`src/design/itoa_fmt_pkg.sv`:
```
// ----------------------------------------------------------------------------
// itoa_fmt_pkg
// Shared constants, control word layout and microcode table of the integer
// to ASCII formatter.
// ----------------------------------------------------------------------------
package itoa_fmt_pkg;

   // cell geometry
   localparam int CELL_BITS    = 32;
   localparam int VALUE_W      = 32;
   localparam int CELL_NIBBLES = (CELL_BITS + 3) / 4;
   localparam int MAG_W        = CELL_NIBBLES * 4;
   localparam int EXT_W        = (CELL_BITS > VALUE_W) ? CELL_BITS : VALUE_W;
   // decimal digits of 2^(CELL_BITS-1), 1233/4096 ~ log10(2)
   localparam int DEC_DIGITS   = ((CELL_BITS - 1) * 1233) / 4096 + 1;
   localparam int DIGITS       = (DEC_DIGITS > CELL_NIBBLES) ? DEC_DIGITS : CELL_NIBBLES;
   localparam int CNT_W        = $clog2(DIGITS + 1);
   localparam int IDX_W        = $clog2(DIGITS);
   localparam int UPC_W        = 3;

   // ascii codes
   localparam logic [7:0] CHR_ZERO    = 8'h30;
   localparam logic [7:0] CHR_X       = 8'h78;
   localparam logic [7:0] CHR_MINUS   = 8'h2d;
   localparam logic [7:0] CHR_LOWER_A = 8'h61;

   // microcode step addresses
   localparam logic [UPC_W-1:0] STEP_IDLE   = UPC_W'(0);
   localparam logic [UPC_W-1:0] STEP_CONV   = UPC_W'(1);
   localparam logic [UPC_W-1:0] STEP_COUNT  = UPC_W'(2);
   localparam logic [UPC_W-1:0] STEP_ZERO   = UPC_W'(3);
   localparam logic [UPC_W-1:0] STEP_X      = UPC_W'(4);
   localparam logic [UPC_W-1:0] STEP_PAD    = UPC_W'(5);
   localparam logic [UPC_W-1:0] STEP_SIGN   = UPC_W'(6);
   localparam logic [UPC_W-1:0] STEP_DIGITS = UPC_W'(7);

   typedef enum logic [2:0] {
      OP_NONE,
      OP_LOAD,
      OP_CONV,
      OP_COUNT,
      OP_PAD,
      OP_ND,
      OP_DEC
   } dp_op_type;

   typedef enum logic [2:0] {
      COND_NEVER,
      COND_NO_START,
      COND_CNT_GT1,
      COND_CNT_ZERO,
      COND_ND_ZERO,
      COND_NOT_HEX
   } cond_type;

   typedef enum logic [1:0] {
      EM_NO,
      EM_YES,
      EM_NEG
   } emit_type;

   typedef enum logic [1:0] {
      CH_ZERO,
      CH_X,
      CH_MINUS,
      CH_DIGIT
   } char_sel_type;

   typedef enum logic [1:0] {
      LAST_NONE,
      LAST_CNT1,
      LAST_PAD
   } last_sel_type;

   typedef struct packed {
      dp_op_type          op;
      cond_type           cond;
      logic [UPC_W-1:0]   target;
      emit_type           emit;
      char_sel_type       char_sel;
      last_sel_type       last_sel;
   } ctrl_word_type;

   typedef struct packed {
      logic cnt_gt1;
      logic cnt_zero;
      logic nd_zero;
      logic hex;
   } status_type;

   // control store: a false condition falls through to the next step,
   // the digit loop wraps back to idle
   function automatic ctrl_word_type ucode_rom(input logic [UPC_W-1:0] upc);
      ctrl_word_type w;
      w = '{op: OP_NONE, cond: COND_NEVER, target: STEP_IDLE, emit: EM_NO,
            char_sel: CH_ZERO, last_sel: LAST_NONE};
      unique case (upc)
         STEP_IDLE:   begin
            w.op     = OP_LOAD;
            w.cond   = COND_NO_START;
            w.target = STEP_IDLE;
         end
         STEP_CONV:   begin
            w.op     = OP_CONV;
            w.cond   = COND_CNT_GT1;
            w.target = STEP_CONV;
         end
         STEP_COUNT:  begin
            w.op     = OP_COUNT;
            w.cond   = COND_NOT_HEX;
            w.target = STEP_SIGN;
         end
         STEP_ZERO:   begin
            w.op       = OP_PAD;
            w.emit     = EM_YES;
            w.char_sel = CH_ZERO;
         end
         STEP_X:      begin
            w.cond     = COND_CNT_ZERO;
            w.target   = STEP_SIGN;
            w.emit     = EM_YES;
            w.char_sel = CH_X;
         end
         STEP_PAD:    begin
            w.op       = OP_DEC;
            w.cond     = COND_CNT_GT1;
            w.target   = STEP_PAD;
            w.emit     = EM_YES;
            w.char_sel = CH_ZERO;
            w.last_sel = LAST_PAD;
         end
         STEP_SIGN:   begin
            w.op       = OP_ND;
            w.cond     = COND_ND_ZERO;
            w.target   = STEP_IDLE;
            w.emit     = EM_NEG;
            w.char_sel = CH_MINUS;
         end
         STEP_DIGITS: begin
            w.op       = OP_DEC;
            w.cond     = COND_CNT_GT1;
            w.target   = STEP_DIGITS;
            w.emit     = EM_YES;
            w.char_sel = CH_DIGIT;
            w.last_sel = LAST_CNT1;
         end
      endcase
      return w;
   endfunction

   function automatic logic [7:0] digit_char(input logic [3:0] d);
      logic [7:0] c;
      if (d < 4'd10) begin
         c = CHR_ZERO + {4'b0000, d};
      end else begin
         c = CHR_LOWER_A + {4'b0000, d} - 8'd10;
      end
      return c;
   endfunction

endpackage

```
`src/design/itoa_fmt_seq.sv`:
```
// ----------------------------------------------------------------------------
// itoa_fmt_seq
// Step counter and control store; evaluates the jump condition of each
// control word against datapath status.
// ----------------------------------------------------------------------------
module itoa_fmt_seq (
   input  logic                        clock,
   input  logic                        reset,
   input  logic                        start,
   input  itoa_fmt_pkg::status_type    status,
   output itoa_fmt_pkg::ctrl_word_type ctrl,
   output logic                        busy
);

   logic [itoa_fmt_pkg::UPC_W-1:0] upc_ff;
   logic [itoa_fmt_pkg::UPC_W-1:0] upc_in;
   itoa_fmt_pkg::ctrl_word_type    word;
   logic                           take;

   always_comb begin
      word = itoa_fmt_pkg::ucode_rom(upc_ff);
      unique case (word.cond)
         itoa_fmt_pkg::COND_NEVER:    take = 1'b0;
         itoa_fmt_pkg::COND_NO_START: take = !start;
         itoa_fmt_pkg::COND_CNT_GT1:  take = status.cnt_gt1;
         itoa_fmt_pkg::COND_CNT_ZERO: take = status.cnt_zero;
         itoa_fmt_pkg::COND_ND_ZERO:  take = status.nd_zero;
         itoa_fmt_pkg::COND_NOT_HEX:  take = !status.hex;
         default:                     take = 1'b0;
      endcase
      upc_in = take ? word.target : upc_ff + itoa_fmt_pkg::UPC_W'(1);
      ctrl   = word;
      // load only on an accepted transaction
      if (word.op == itoa_fmt_pkg::OP_LOAD && !start) begin
         ctrl.op = itoa_fmt_pkg::OP_NONE;
      end
   end

   assign busy = (upc_ff != itoa_fmt_pkg::STEP_IDLE);

   always_ff @(posedge clock) begin
      if (reset) begin
         upc_ff <= itoa_fmt_pkg::STEP_IDLE;
      end else begin
         upc_ff <= upc_in;
      end
   end

endmodule

```
`src/design/itoa_fmt_dp.sv`:
```
// ----------------------------------------------------------------------------
// itoa_fmt_dp
// Datapath: magnitude shifter, shift-and-add-3 digit register, significant
// digit mask, shared count register and registered character output.
// ----------------------------------------------------------------------------
module itoa_fmt_dp (
   input  logic                                  clock,
   input  logic                                  reset,
   input  itoa_fmt_pkg::ctrl_word_type           ctrl,
   input  logic                                  req_op,
   input  logic signed [itoa_fmt_pkg::VALUE_W-1:0] req_value,
   output itoa_fmt_pkg::status_type              status,
   output logic                                  rsp_strobe,
   output logic [7:0]                            rsp_char_code,
   output logic                                  rsp_last
);

   localparam int DIGITS = itoa_fmt_pkg::DIGITS;
   localparam int CNT_W  = itoa_fmt_pkg::CNT_W;
   localparam int IDX_W  = itoa_fmt_pkg::IDX_W;
   localparam int MAG_W  = itoa_fmt_pkg::MAG_W;
   localparam int CB     = itoa_fmt_pkg::CELL_BITS;

   logic                       hex_ff, hex_in;
   logic                       neg_ff, neg_in;
   logic [MAG_W-1:0]           mag_ff, mag_in;
   logic [DIGITS-1:0][3:0]     bcd_ff, bcd_in;
   logic [DIGITS-1:0]          sig_ff, sig_in;
   logic [CNT_W-1:0]           nd_ff, nd_in;
   logic [CNT_W-1:0]           cnt_ff, cnt_in;
   logic                       rsp_strobe_ff, rsp_strobe_in;
   logic [7:0]                 rsp_char_ff, rsp_char_in;
   logic                       rsp_last_ff, rsp_last_in;

   logic [itoa_fmt_pkg::EXT_W-1:0] ext_value;
   logic [CB-1:0]              cell_word;
   logic [CB-1:0]              mag_abs;
   logic [3:0]                 nib;
   logic [DIGITS-1:0][3:0]     bcd_conv;
   logic [DIGITS-1:0]          nz;
   logic [DIGITS-1:0]          sig_conv;
   logic [CNT_W-1:0]           sig_count;
   logic [CNT_W-1:0]           cnt_m1;
   logic [3:0]                 digit;
   logic                       emit;

   // sign extend, then reduce to the cell
   always_comb begin
      ext_value = itoa_fmt_pkg::EXT_W'(req_value);
      cell_word = ext_value[CB-1:0];
      mag_abs   = cell_word[CB-1] ? (~cell_word + CB'(1)) : cell_word;
   end

   // four shift steps per cycle; add-3 correction only in decimal
   always_comb begin
      nib      = mag_ff[MAG_W-1 -: 4];
      bcd_conv = bcd_ff;
      for (int b = 3; b >= 0; b--) begin
         if (!hex_ff) begin
            for (int i = 0; i < DIGITS; i++) begin
               if (bcd_conv[i] >= 4'd5) begin
                  bcd_conv[i] = bcd_conv[i] + 4'd3;
               end
            end
         end
         bcd_conv = (DIGITS * 4)'({bcd_conv, nib[b]});
      end
      for (int i = 0; i < DIGITS; i++) begin
         nz[i] = (bcd_conv[i] != 4'd0);
      end
      // value grows by at most two digits a cycle, so the mask stays a thermometer
      sig_conv  = sig_ff | nz | {1'b0, nz[DIGITS-1:1]};
      sig_count = CNT_W'($countones(sig_ff));
      cnt_m1    = cnt_ff - CNT_W'(1);
      digit     = bcd_ff[cnt_m1[IDX_W-1:0]];
   end

   always_comb begin
      hex_in = hex_ff;
      neg_in = neg_ff;
      mag_in = mag_ff;
      bcd_in = bcd_ff;
      sig_in = sig_ff;
      nd_in  = nd_ff;
      cnt_in = cnt_ff;
      unique case (ctrl.op)
         itoa_fmt_pkg::OP_LOAD: begin
            hex_in = req_op;
            neg_in = cell_word[CB-1];
            mag_in = MAG_W'(mag_abs);
            bcd_in = '0;
            sig_in = '0;
            cnt_in = CNT_W'(itoa_fmt_pkg::CELL_NIBBLES);
         end
         itoa_fmt_pkg::OP_CONV: begin
            mag_in = {mag_ff[MAG_W-5:0], 4'h0};
            bcd_in = bcd_conv;
            sig_in = sig_conv;
            cnt_in = cnt_m1;
         end
         itoa_fmt_pkg::OP_COUNT: begin
            // decimal zero still prints one digit
            nd_in = (sig_count == '0 && !hex_ff) ? CNT_W'(1) : sig_count;
         end
         itoa_fmt_pkg::OP_PAD: begin
            cnt_in = CNT_W'(itoa_fmt_pkg::CELL_NIBBLES) - nd_ff;
         end
         itoa_fmt_pkg::OP_ND: begin
            cnt_in = nd_ff;
         end
         itoa_fmt_pkg::OP_DEC: begin
            cnt_in = cnt_m1;
         end
         default: begin
         end
      endcase
   end

   always_comb begin
      unique case (ctrl.emit)
         itoa_fmt_pkg::EM_YES: emit = 1'b1;
         itoa_fmt_pkg::EM_NEG: emit = neg_ff;
         default:              emit = 1'b0;
      endcase
      unique case (ctrl.char_sel)
         itoa_fmt_pkg::CH_ZERO:  rsp_char_in = itoa_fmt_pkg::CHR_ZERO;
         itoa_fmt_pkg::CH_X:     rsp_char_in = itoa_fmt_pkg::CHR_X;
         itoa_fmt_pkg::CH_MINUS: rsp_char_in = itoa_fmt_pkg::CHR_MINUS;
         default:                rsp_char_in = itoa_fmt_pkg::digit_char(digit);
      endcase
      unique case (ctrl.last_sel)
         itoa_fmt_pkg::LAST_CNT1: rsp_last_in = (cnt_ff == CNT_W'(1));
         itoa_fmt_pkg::LAST_PAD:  rsp_last_in = (cnt_ff == CNT_W'(1)) && (nd_ff == '0);
         default:                 rsp_last_in = 1'b0;
      endcase
      rsp_strobe_in = emit;
      rsp_last_in   = rsp_last_in && emit;
   end

   always_comb begin
      status.cnt_gt1  = (cnt_ff > CNT_W'(1));
      status.cnt_zero = (cnt_ff == '0);
      status.nd_zero  = (nd_ff == '0);
      status.hex      = hex_ff;
   end

   always_ff @(posedge clock) begin
      if (reset) begin
         sig_ff        <= '0;
         cnt_ff        <= '0;
         nd_ff         <= '0;
         hex_ff        <= 1'b0;
         neg_ff        <= 1'b0;
         rsp_strobe_ff <= 1'b0;
         rsp_last_ff   <= 1'b0;
      end else begin
         sig_ff        <= sig_in;
         cnt_ff        <= cnt_in;
         nd_ff         <= nd_in;
         hex_ff        <= hex_in;
         neg_ff        <= neg_in;
         rsp_strobe_ff <= rsp_strobe_in;
         rsp_last_ff   <= rsp_last_in;
      end
   end

   always_ff @(posedge clock) begin
      mag_ff      <= mag_in;
      bcd_ff      <= bcd_in;
      rsp_char_ff <= rsp_char_in;
   end

   assign rsp_strobe    = rsp_strobe_ff;
   assign rsp_char_code = rsp_char_ff;
   assign rsp_last      = rsp_last_ff;

   a_last_has_strobe : assert property (@(posedge clock) disable iff (reset)
      rsp_last_ff |-> rsp_strobe_ff)
      else $error("last flag without strobe");

   a_sig_thermometer : assert property (@(posedge clock) disable iff (reset)
      (sig_ff[DIGITS-1:1] & ~sig_ff[DIGITS-2:0]) == '0)
      else $error("significant digit mask has a hole");

   a_digit_index : assert property (@(posedge clock) disable iff (reset)
      (ctrl.char_sel == itoa_fmt_pkg::CH_DIGIT && ctrl.emit == itoa_fmt_pkg::EM_YES)
      |-> (cnt_ff != '0 && cnt_ff <= CNT_W'(DIGITS)))
      else $error("digit read outside digit register");

endmodule

```
`src/design/integer_to_ascii_formatter_unit.sv`:
```
// ----------------------------------------------------------------------------
// integer_to_ascii_formatter_unit
// Prints a signed cell-width integer as ASCII, decimal or 0x-prefixed hex.
// ----------------------------------------------------------------------------
// A transaction is taken at a clock edge with start high and busy low;
// req_op selects the format (0 decimal, 1 hex) and req_value the number.
// Characters leave most significant first, one per cycle at most, each shown
// for one cycle with rsp_strobe high; rsp_last marks the final character.
// The receiver cannot stall: every strobed character must be taken.
// A small microcode program steps the datapath. Conversion shifts four
// magnitude bits a cycle into a digit register, then a count step tallies the
// significant digits, then the characters follow, at most one per step; the
// sign step emits nothing for a non-negative number. The last character of a
// decimal or of a nonzero hex number shows while busy is already low, when a
// new transaction can already be taken.
// Synchronous reset returns the sequencer to idle and drops any output.
// ----------------------------------------------------------------------------
module integer_to_ascii_formatter_unit (
   input  logic                                    clock,
   input  logic                                    reset,
   input  logic                                    start,
   output logic                                    busy,
   input  logic                                    req_op,
   input  logic signed [itoa_fmt_pkg::VALUE_W-1:0] req_value,
   output logic                                    rsp_strobe,
   output logic [7:0]                              rsp_char_code,
   output logic                                    rsp_last
);

   itoa_fmt_pkg::ctrl_word_type ctrl;
   itoa_fmt_pkg::status_type    status;

   itoa_fmt_seq u_seq (
      .clock  (clock),
      .reset  (reset),
      .start  (start),
      .status (status),
      .ctrl   (ctrl),
      .busy   (busy)
   );

   itoa_fmt_dp u_dp (
      .clock         (clock),
      .reset         (reset),
      .ctrl          (ctrl),
      .req_op        (req_op),
      .req_value     (req_value),
      .status        (status),
      .rsp_strobe    (rsp_strobe),
      .rsp_char_code (rsp_char_code),
      .rsp_last      (rsp_last)
   );

   a_accept_busy : assert property (@(posedge clock) disable iff (reset)
      (start && !busy) |=> busy)
      else $error("accepted transaction did not raise busy");

   a_strobe_in_work : assert property (@(posedge clock) disable iff (reset)
      rsp_strobe |-> $past(busy))
      else $error("character strobed while idle");

endmodule

```
`config.mk`:
```
export PLATFORM = sky130hd
export DESIGN_NAME = integer_to_ascii_formatter_unit
export DESIGN_NICKNAME = d
export VERILOG_FILES = /design/src/design/itoa_fmt_pkg.sv /design/src/design/itoa_fmt_seq.sv /design/src/design/itoa_fmt_dp.sv /design/src/design/integer_to_ascii_formatter_unit.sv
export SDC_FILE = /design/constraint.sdc
export NUM_CORES = 1
export LEC_CHECK = 0
export BUFFER_PORTS_ARGS = -buffer_cell sky130_fd_sc_hd__buf_2
export CAP_MARGIN = 5
export CORE_UTILIZATION = 64
export CTS_BUF_LIST = sky130_fd_sc_hd__clkbuf_2 sky130_fd_sc_hd__clkbuf_4 sky130_fd_sc_hd__clkbuf_8
export DETAILED_ROUTE_END_ITERATION = 16
export PLACE_DENSITY = 0.83
export SLEW_MARGIN = 25
export SYNTH_ARGS = -nofsm -noshare
export SYNTH_HDL_FRONTEND = slang
export SYNTH_HIERARCHICAL = 1
export SYNTH_SLANG_ARGS = --single-unit
```
`constraint.sdc`:
```
create_clock -name clock -period 7.97 [get_ports clock]
set_input_delay 0.3985 -clock clock [delete_from_list [all_inputs] [get_ports clock]]
set_output_delay 0.3985 -clock clock [all_outputs]
set_load 0.05 [all_outputs]
```
# --- Word-level counts from Yosys, hierarchy flattened ---
# Cells that the tools add are included.
totals:
  memories: 0
  register_bits: 105
  out_inout_bits: 11
  mem_bits_ro: 0
  ram_bits: 0
  wordCells: 238
  latch_bits: 0
  inputBits: 36
classes:
  add_sub_neg: 56
  n_div: 0
  n_bitwise: 3
  n_reduce_logical: 27
  mul: 0
  n_eq_ne: 26
  n_mux: 63
  n_shift: 0
  order_cmp: 43
ops:
  columns: ["operator", "n"]
  rows:
  - ["4-bit by 3-bit >= comparator with 1-bit output, second input constant", 40]
  - ["39-bit two-way mux", 4]
  - ["4-bit two-way mux", 38]
  - ["4-bit by 2-bit adder with 4-bit output, second input constant", 36]
  - ["40-bit one-hot mux with 2 select lines", 1]
  - ["32-bit one-hot mux with 2 select lines", 1]
  - ["4-bit nonzero test", 11]
  - ["6-bit one-hot mux with 7 select lines", 1]
  - ["32-bit by 1-bit adder with 32-bit output, second input constant", 1]
  - ["32-bit two-way mux", 1]
  - ["32-bit NOT", 1]
  - ["4-bit one-hot mux with 4 select lines", 2]
  - ["3-bit equality test, second input constant", 9]
  - ["8-bit one-hot mux with 3 select lines", 1]
  - ["10-bit one-hot mux with 2 select lines", 1]
  - ["3-bit by 2-bit equality test with 1-bit output, second input constant", 6]
  - ["3-bit two-way mux", 6]
  - ["3-bit one-hot mux with 6 select lines", 1]
  - ["4-bit adder", 4]
  - ["4-bit binary-select mux with 4-bit select", 1]
  - ["3-bit by 2-bit adder with 3-bit output, second input constant", 4]
  - ["3-bit by 1-bit equality test with 1-bit output, second input constant", 4]
  - ["4-bit zero test", 3]
  - ["1-bit by 1-bit adder with 2-bit output", 5]
  - ["other kinds (25)", 36]

# --- Logic depth before layout (Yosys ltp) ---
# Gate-level depths: netlist (run 1).
depth:
  word_depth: 16
  depth_mapped: 25
  ltp_nobuf: 24

# --- Hierarchy ---
# The synthesis (run 1) kept the hierarchy.
modules_own_cells:
  columns: ["module", "n_inst", "seq_area_each_um2", "area_each_um2", "cells_per_inst"]
  rows:
  - ["itoa_fmt_dp", 1, 2742.6, 10921.7, 1317]
  - ["itoa_fmt_seq", 1, 60.1, 510.5, 63]

# --- Worst setup path after synthesis (run 1) ---
# OpenSTA, ideal clock, no wires.
synth_path:
  kind: "reg2reg"
  from: "register u_seq/upc_ff[0] in the netlist's numbering"
  to: "register u_dp.sig_ff[0]"
  arrival_time_ns: 5.920
  period_less_slack_ns: 6.066
  required_ns: 7.824
  slack_ns: 1.904
  n_path_buf: 1
  setup_time_ns: 0.146
  stages_incl_launch_ff: 11
  cell_sequence: "dfxtp_1 -> ha_1 -> ha_1 -> or3_1 -> o31a_1 -> clkbuf_1 -> nand2b_1 -> a21oi_1 -> nand2b_1 -> a21o_1 -> a41oi_1"
synth_lines:
  columns: ["item", "line_no", "rtl"]
  rows:
  - ["start, declared", "itoa_fmt_seq.sv:15", "logic [itoa_fmt_pkg::UPC_W-1:0] upc_ff;"]
  - ["start signal, assigned", "itoa_fmt_seq.sv:43", "upc_ff <= itoa_fmt_pkg::STEP_IDLE;"]
  - ["start signal, assigned", "itoa_fmt_seq.sv:45", "upc_ff <= upc_in;"]
  - ["end signal, assigned", "itoa_fmt_dp.sv:157", "sig_ff <= sig_in;"]
  - ["end, declared", "itoa_fmt_dp.sv:28", "logic [DIGITS-1:0] sig_ff, sig_in;"]

# --- Worst setup path after layout (run 1) ---
layout_path:
  from: "register u_dp.hex_ff"
  to: "register u_dp.sig_ff[2]"
layout_between:
  elab_chain_len: 14
  elab_cells_between_ends: 42
  classes_between: "11 x add/sub; 11 x order compare; 16 x mux; 2 x bitwise; 2 x reduce/logical"
layout_rtl:
  columns: ["item", "line_no", "rtl"]
  rows:
  - ["start, declared", "itoa_fmt_dp.sv:24", "logic hex_ff, hex_in;"]
  - ["start signal, assigned", "itoa_fmt_dp.sv:160", "hex_ff <= hex_in;"]
  - ["39-bit two-way mux", "itoa_fmt_dp.sv:59", "if (!hex_ff) begin"]
  - ["4-bit by 2-bit adder with 4-bit output / 4-bit by 3-bit >= comparator with 1-bit output (equally long branches)", "itoa_fmt_dp.sv:62, itoa_fmt_dp.sv:61", null]
  - ["4-bit two-way mux", "itoa_fmt_dp.sv:61", "if (bcd_conv[i] >= 4'd5) begin"]
  - ["39-bit two-way mux", "itoa_fmt_dp.sv:59", null]
  - ["4-bit by 2-bit adder with 4-bit output / 4-bit by 3-bit >= comparator with 1-bit output (equally long branches)", "itoa_fmt_dp.sv:62, itoa_fmt_dp.sv:61", null]
  - ["4-bit two-way mux", "itoa_fmt_dp.sv:61", null]
  - ["39-bit two-way mux", "itoa_fmt_dp.sv:59", null]
  - ["4-bit by 2-bit adder with 4-bit output / 4-bit by 3-bit >= comparator with 1-bit output (equally long branches)", "itoa_fmt_dp.sv:62, itoa_fmt_dp.sv:61", null]
  - ["4-bit two-way mux", "itoa_fmt_dp.sv:61", null]
  - ["39-bit two-way mux *", "itoa_fmt_dp.sv:59", null]
  - ["4-bit nonzero test", "itoa_fmt_dp.sv:69", "nz[i] = (bcd_conv[i] != 4'd0);"]
  - ["10-bit bitwise OR", "itoa_fmt_dp.sv:72", "sig_conv = sig_ff | nz | {1'b0, nz[DIGITS-1:1]};"]
  - ["10-bit by 9-bit bitwise OR with 10-bit output *", "itoa_fmt_dp.sv:72", null]
  - ["10-bit one-hot mux with 2 select lines *", "itoa_fmt_dp.sv:86", "unique case (ctrl.op)"]
# Every way passes the cells marked *; elsewhere a longest branch is shown, timed or not.
# A chain may end at the register's enable or synchronous reset.

==> results of run 1 <==
[final cells by class]
| class | count | area (um^2) | share of cell area (%) |
|---|---|---|---|
| timing repair buffer | 50 | 263 | 2.21 |
| inverter | 97 | 364 | 3.07 |
| tap | 225 | 282 | 2.37 |
| multi-input combinational | 1111 | 7950 | 67.0 |
| clock buffer | 10 | 131 | 1.11 |
| clock inverter | 6 | 75.1 | 0.632 |
| sequential | 104 | 2810 | 23.6 |
[through the flow]
stage               std cells  worst slack (ns)  cell area (um^2)
global route             1603              2.15             11900
CTS                      1603              2.75             11900
floorplan                1376              1.90             11400
detailed placement       1587              2.76             11700
global placement         1587              2.91             11700
finish                   1603              2.67             11900
[sequential cells by signal, summed over array words and instances (netlist names)]
| signal | count |
|---|---|
| u_dp/rsp_last | 1 |
| u_dp/rsp_char_code | 7 |
| u_dp/neg_ff | 1 |
| u_dp/bcd_ff | 40 |
| u_dp/nd_ff | 4 |
| u_dp/sig_ff | 10 |
| u_dp/cnt_ff | 4 |
| u_dp/hex_ff | 1 |
| u_seq/upc_ff | 3 |
| u_dp/mag_ff | 32 |
| u_dp/rsp_strobe | 1 |
[routing by layer]
metal,wire (um),vias up
met1,11700,4768
li1,-,5050
met5,0,-
met4,501,0
met2,12600,288
met3,1290,42
[worst max-delay path: stages (launching register included)]
cell	delay, ns
dfxtp_4	0.81
inv_2	0.41
buf_4	0.37
a22o_1	0.30
xnor2_1	0.25
ha_1	0.23
nand3b_1	0.08
a211o_1	0.27
o211ai_1	0.09
a31oi_1	0.09
xnor2_1	0.26
inv_1	0.12
ha_1	0.30
a2bb2oi_1	0.20
a22oi_1	0.18
a2111oi_0	0.48
or3b_1	0.19
and3_1	0.18
nand4_1	0.10
a32o_1	0.22
[path summary, 6_finish.rpt]
check | start | endpoint | slack (ns) | cells after the start
worst max register to register | u_dp/hex_ff | u_dp/sig_ff[2] | 2.67 | 19
worst min register to register | u_dp/sig_ff[9] | u_dp/sig_ff[9] | 0.46 | 2
worst max-delay path | u_dp/hex_ff | u_dp/sig_ff[2] | 2.67 | 19
worst min-delay path | req_op | u_dp/hex_ff | 0.25 | 3
==> impl_metrics.toml, run 1 <==
[outcome]
status = "completed"

[cts]
hold_buffers = 0
cts_setup_buffers = 0
clk_latency_ns = 0.40
path_clk_slew_ns = 0.10
cts_tree = "done"
post_cts_resized = 0
htreeDepth = 3
cts_buffer_depth = 2
clock_sinks = 104
root_buffer = "clkbuf_8"
cts_buffers = 9

[detailed_routing]
vias = 10100
antenna_left = 0
wl_per_cell_um = 16.3
first_iter_violations = 812
vias_per_cell = 6.33
first_pass_iters = 6
drc = 0
drt_wl_total_um = 26100

[placed_design]
io_buffers = 45
detailed_place_hpwl_um = 19200
gp_congestion = 0.909

[synthesis]
syn_inst = 1376
syn_nets = 1480
syn_area_um2 = 11400
avgSynthCellArea_um2 = 8.29
yosys_warnings = 6

[timing]
relSlewSlack_pct = 46.7
fmax_mhz = 189
setup_tns_ns = 0
slew_violations = 0
rsz0062_at_grt = "no"
min_period_ns = 5.30
setup_viol_count_final = 0
worst_pin_slew_ns = 0.800
finalCritPeriodShare_pct = 66.5
fin_worst_skew_ns = 0.0147
finalHoldViolCount = 0
hold_slack_ns = 0.246

[global_route]
grt_max_degree = 75
overflow = 0
grt_pass1_vias = 9218
gr-usage-met3_pct = 4.83
use_met1_pct = 38.2
grt_util_met2_pct = 48.9
grt_pass1_wl_um = 43400
antenna_found_initial = 0
grt_use_total_pct = 29.0
busiest_layer = "met2"

[layout]
fin_nets = 1477
syn2layout_area_growth_pct = 4.10
final_util_pct = 68.4
fillers = 1388
n_antenna_cell = 0
final_cell_mix = "nor2_1, nand2_1, o21ai_0"
drive_above_1_share_pct = 11.2
mostFrequentLayoutCell = "nor2_1"

[worst_hold_path]
hold_class = "in -> reg"

[critical_path]
worstPathMaxFanout = 69
critPathKind = "reg -> reg"
critPathLaunchType = "flop"
required_ns = 8.26
end_kind = "flop"
crit_arrival_ns = 5.59

[floorplan]
dieArea_um2 = 18400
start_util_pct = 65.7
coreArea_um2 = 17400
dieHeight_um = 136
rows = 48
num_io_pins = 47
die_x_um = 136

[flow_run]
cap_violations = 0
Power of run 1 is not shown: default switching activity piles up to over one toggle a cycle in this logic, so the estimate is an artifact.
==> inputs of run 2 (changes only) <==
--- a/config.mk
+++ b/config.mk
@@ -7,10 +7,10 @@
 export LEC_CHECK = 0
 export BUFFER_PORTS_ARGS = -buffer_cell sky130_fd_sc_hd__buf_2
 export CAP_MARGIN = 5
-export CORE_UTILIZATION = 64
+export CORE_UTILIZATION = 59
 export CTS_BUF_LIST = sky130_fd_sc_hd__clkbuf_2 sky130_fd_sc_hd__clkbuf_4 sky130_fd_sc_hd__clkbuf_8
 export DETAILED_ROUTE_END_ITERATION = 16
-export PLACE_DENSITY = 0.83
+export PLACE_DENSITY = 0.81
 export SLEW_MARGIN = 25
 export SYNTH_ARGS = -nofsm -noshare
 export SYNTH_HDL_FRONTEND = slang
==> constraint.sdc (replaced) <==
create_clock -name clock -period 4.43 [get_ports clock]
set_input_delay 0.2215 -clock clock [delete_from_list [all_inputs] [get_ports clock]]
set_output_delay 0.2215 -clock clock [all_outputs]
set_load 0.05 [all_outputs]
==> run 2 against run 1 <==
Effect of this change: the flow now finishes with violations (setup timing); die area increased by 8.4%; critical path depth increased by 4; first-iteration DRC count increased by 4.4%; sequential share of layout area decreased by 2.2 points; critical endpoint is now u_dp/sig_ff[8].
==> impl_metrics.toml, run 2 (synthesis gave the netlist of run 1 again) <==
[outcome]
status = "complete, but fails checks"
violations = "setup timing"

[detailed_routing]
vias_per_cell = 6.33
wl_per_cell_um = 17.0
drc = 0
drt_wl_total_um = 29300
first_iter_violations = 848
vias = 10900
first_pass_iters = 7
antenna_left = 0

[cts]
path_clk_slew_ns = 0.12
clk_latency_ns = 0.39
clock_sinks = 104
root_buffer = "clkbuf_8"
htreeDepth = 3
cts_buffer_depth = 2
cts_buffers = 9
cts_tree = "done"

[layout]
reg_top3 = "u_dp/bcd_ff: 40 flops, u_dp/mag_ff: 32 flops, u_dp/sig_ff: 10 flops"
mostFrequentLayoutCell = "nor2_1"
top_register = "u_dp/bcd_ff"
stdcell_count = 1724
n_antenna_cell = 0
drive_above_1_share_pct = 21.2
fin_nets = 1563
largest_register_ffs = 40
fillers = 1395
final_cell_mix = "nor2_1, nand2_1, o21ai_0"
syn2layout_area_growth_pct = 14.8

[critical_path]
crit_path_top_delay_cell = "or4_4"
critPathLaunchType = "flop"
crit_start = "u_dp/bcd_ff[32]"
timing.rr.end = "u_dp/sig_ff[8]"
required_ns = 4.70
end_kind = "flop"
critPathKind = "reg -> reg"
worstPathMaxFanout = 5
rrSetupSlack_ns = -0.05
endpoint = "u_dp/sig_ff[8]"
slowest_delay_ns = 0.52
crit_arrival_ns = 4.75
r2r-start = "u_dp/bcd_ff[32]"
reg2reg_depth = 23
cp_cell_sequence = "inv_1, ha_2, nor2b_4, or4_4, nand2_4, ha_4, nor4bb_4, a21o_1, xor2_1, nor2_1, o22ai_2, ha_2, inv_1, a21oi_2, o21a_1, xnor2_2, inv_2, ha_4, or3b_1, o211ai_1, mux2i_1, o31ai_1, a21oi_1"

[floorplan]
rows = 50
start_util_pct = 60.6
num_io_pins = 47
die_x_um = 141
dieHeight_um = 141
dieArea_um2 = 19900
coreArea_um2 = 18800

[timing]
relSlewSlack_pct = 46.9
fmax_mhz = 223
finalHoldViolCount = 0
fin_worst_skew_ns = 0.0126
finalCritPeriodShare_pct = 101
worst_pin_slew_ns = 0.797
fin_ws_ns = -0.0543
min_period_ns = 4.48
slew_violations = 0
rsz0062_at_grt = "yes"
setup_viol_count_final = 4

[global_route]
overflow = 0
grt_use_total_pct = 27.2
antenna_found_initial = 0
grt_pass1_vias = 9600
grt_max_degree = 71
grt_pass1_wl_um = 44700

[placed_design]
gp_congestion = 0.891
placed_cells = 1678
io_buffers = 45
detailed_place_hpwl_um = 20100

[worst_hold_path]
hold_class = "in -> reg"
hold_depth = 3

[flow_run]
cap_violations = 0
==> run 2: cell types whose count changed in the layout (fill, tap and decap cells not counted), moves of 9 or more <==
cell,delta
buf_4,+81
xnor2_1,-12
xnor2_2,+12
ha_1,-11
inv_1,-9
inv_2,+9
==> run 2: repair_timing <==
action,in CTS,in global routing
hold buffers,0,0
resized for setup,9,89
setup buffers,3,26
pin swaps,5,35
cloned,0,1
endpoints found under the setup margin,8,20
==> run 2: cell type report <==
type / count / area (um^2) / share of cell area (%)
repair buffers: 136 / 975 / 7.44
well taps: 260 / 325 / 2.48
multi-input cells: 1111 / 8420 / 64.3
clock buffers: 9 / 124 / 0.946
clock inverters: 7 / 77.6 / 0.593
flip-flops and latches: 104 / 2810 / 21.4
inverters: 97 / 364 / 2.78
==> run 2: worst min-delay path by stage <==
| stage | start | to |
|---|---|---|
| finish | req_op | u_dp/hex_ff |
| global route | req_op | u_dp/hex_ff |
| CTS | req_op | u_dp/hex_ff |
| detailed placement | u_dp/sig_ff[4] | u_dp/sig_ff[4] |
| global placement | u_dp/sig_ff[9] | u_dp/sig_ff[9] |
| floorplan | reset | u_dp/rsp_strobe |
==> run 2: layer usage <==
metal | GRT usage (%) | part of all wire [%] | vias to the layer above
li1 | - | - | 5214
met1 | 36.3 | 43 | 5216
met2 | 46.6 | 48 | 422
met3 | 3.19 | 6.2 | 64
met4 | 7.55 | 2.4 | 0
met5 | 0 | 0 | -
==> run 2: stage by stage <==
stage	instance area, um^2	hold WS [ns]	util (%)	setup WS (ns)	TNS (ns)
2_1_floorplan	11400	0.310	-	0.0715	0
4_1_cts	12400	0.0731	66.1	0.000596	0
6_report	13100	0.0788	69.5	-0.0543	-0.131
5_1_grt	13100	0.101	69.5	-0.348	-1.49
3_3_place_gp	12200	0.446	64.6	0.0309	0
3_5_place_dp	12200	0.455	64.6	-0.0999	-0.377
==> run 2: worst max-delay path, delay by kind of cell (launching register included) <==
kind	cells	cell delay (ns)
flip-flops	1	0.48
AO/OA/AOI/OAI	7	1.11
multiplexers	1	0.15
buffers and inverters	3	0.27
adder cells (fa/ha/maj)	4	0.72
XOR/XNOR	2	0.35
AND/OR/NAND/NOR	6	1.28
Power of run 2 is left out for the same reason.
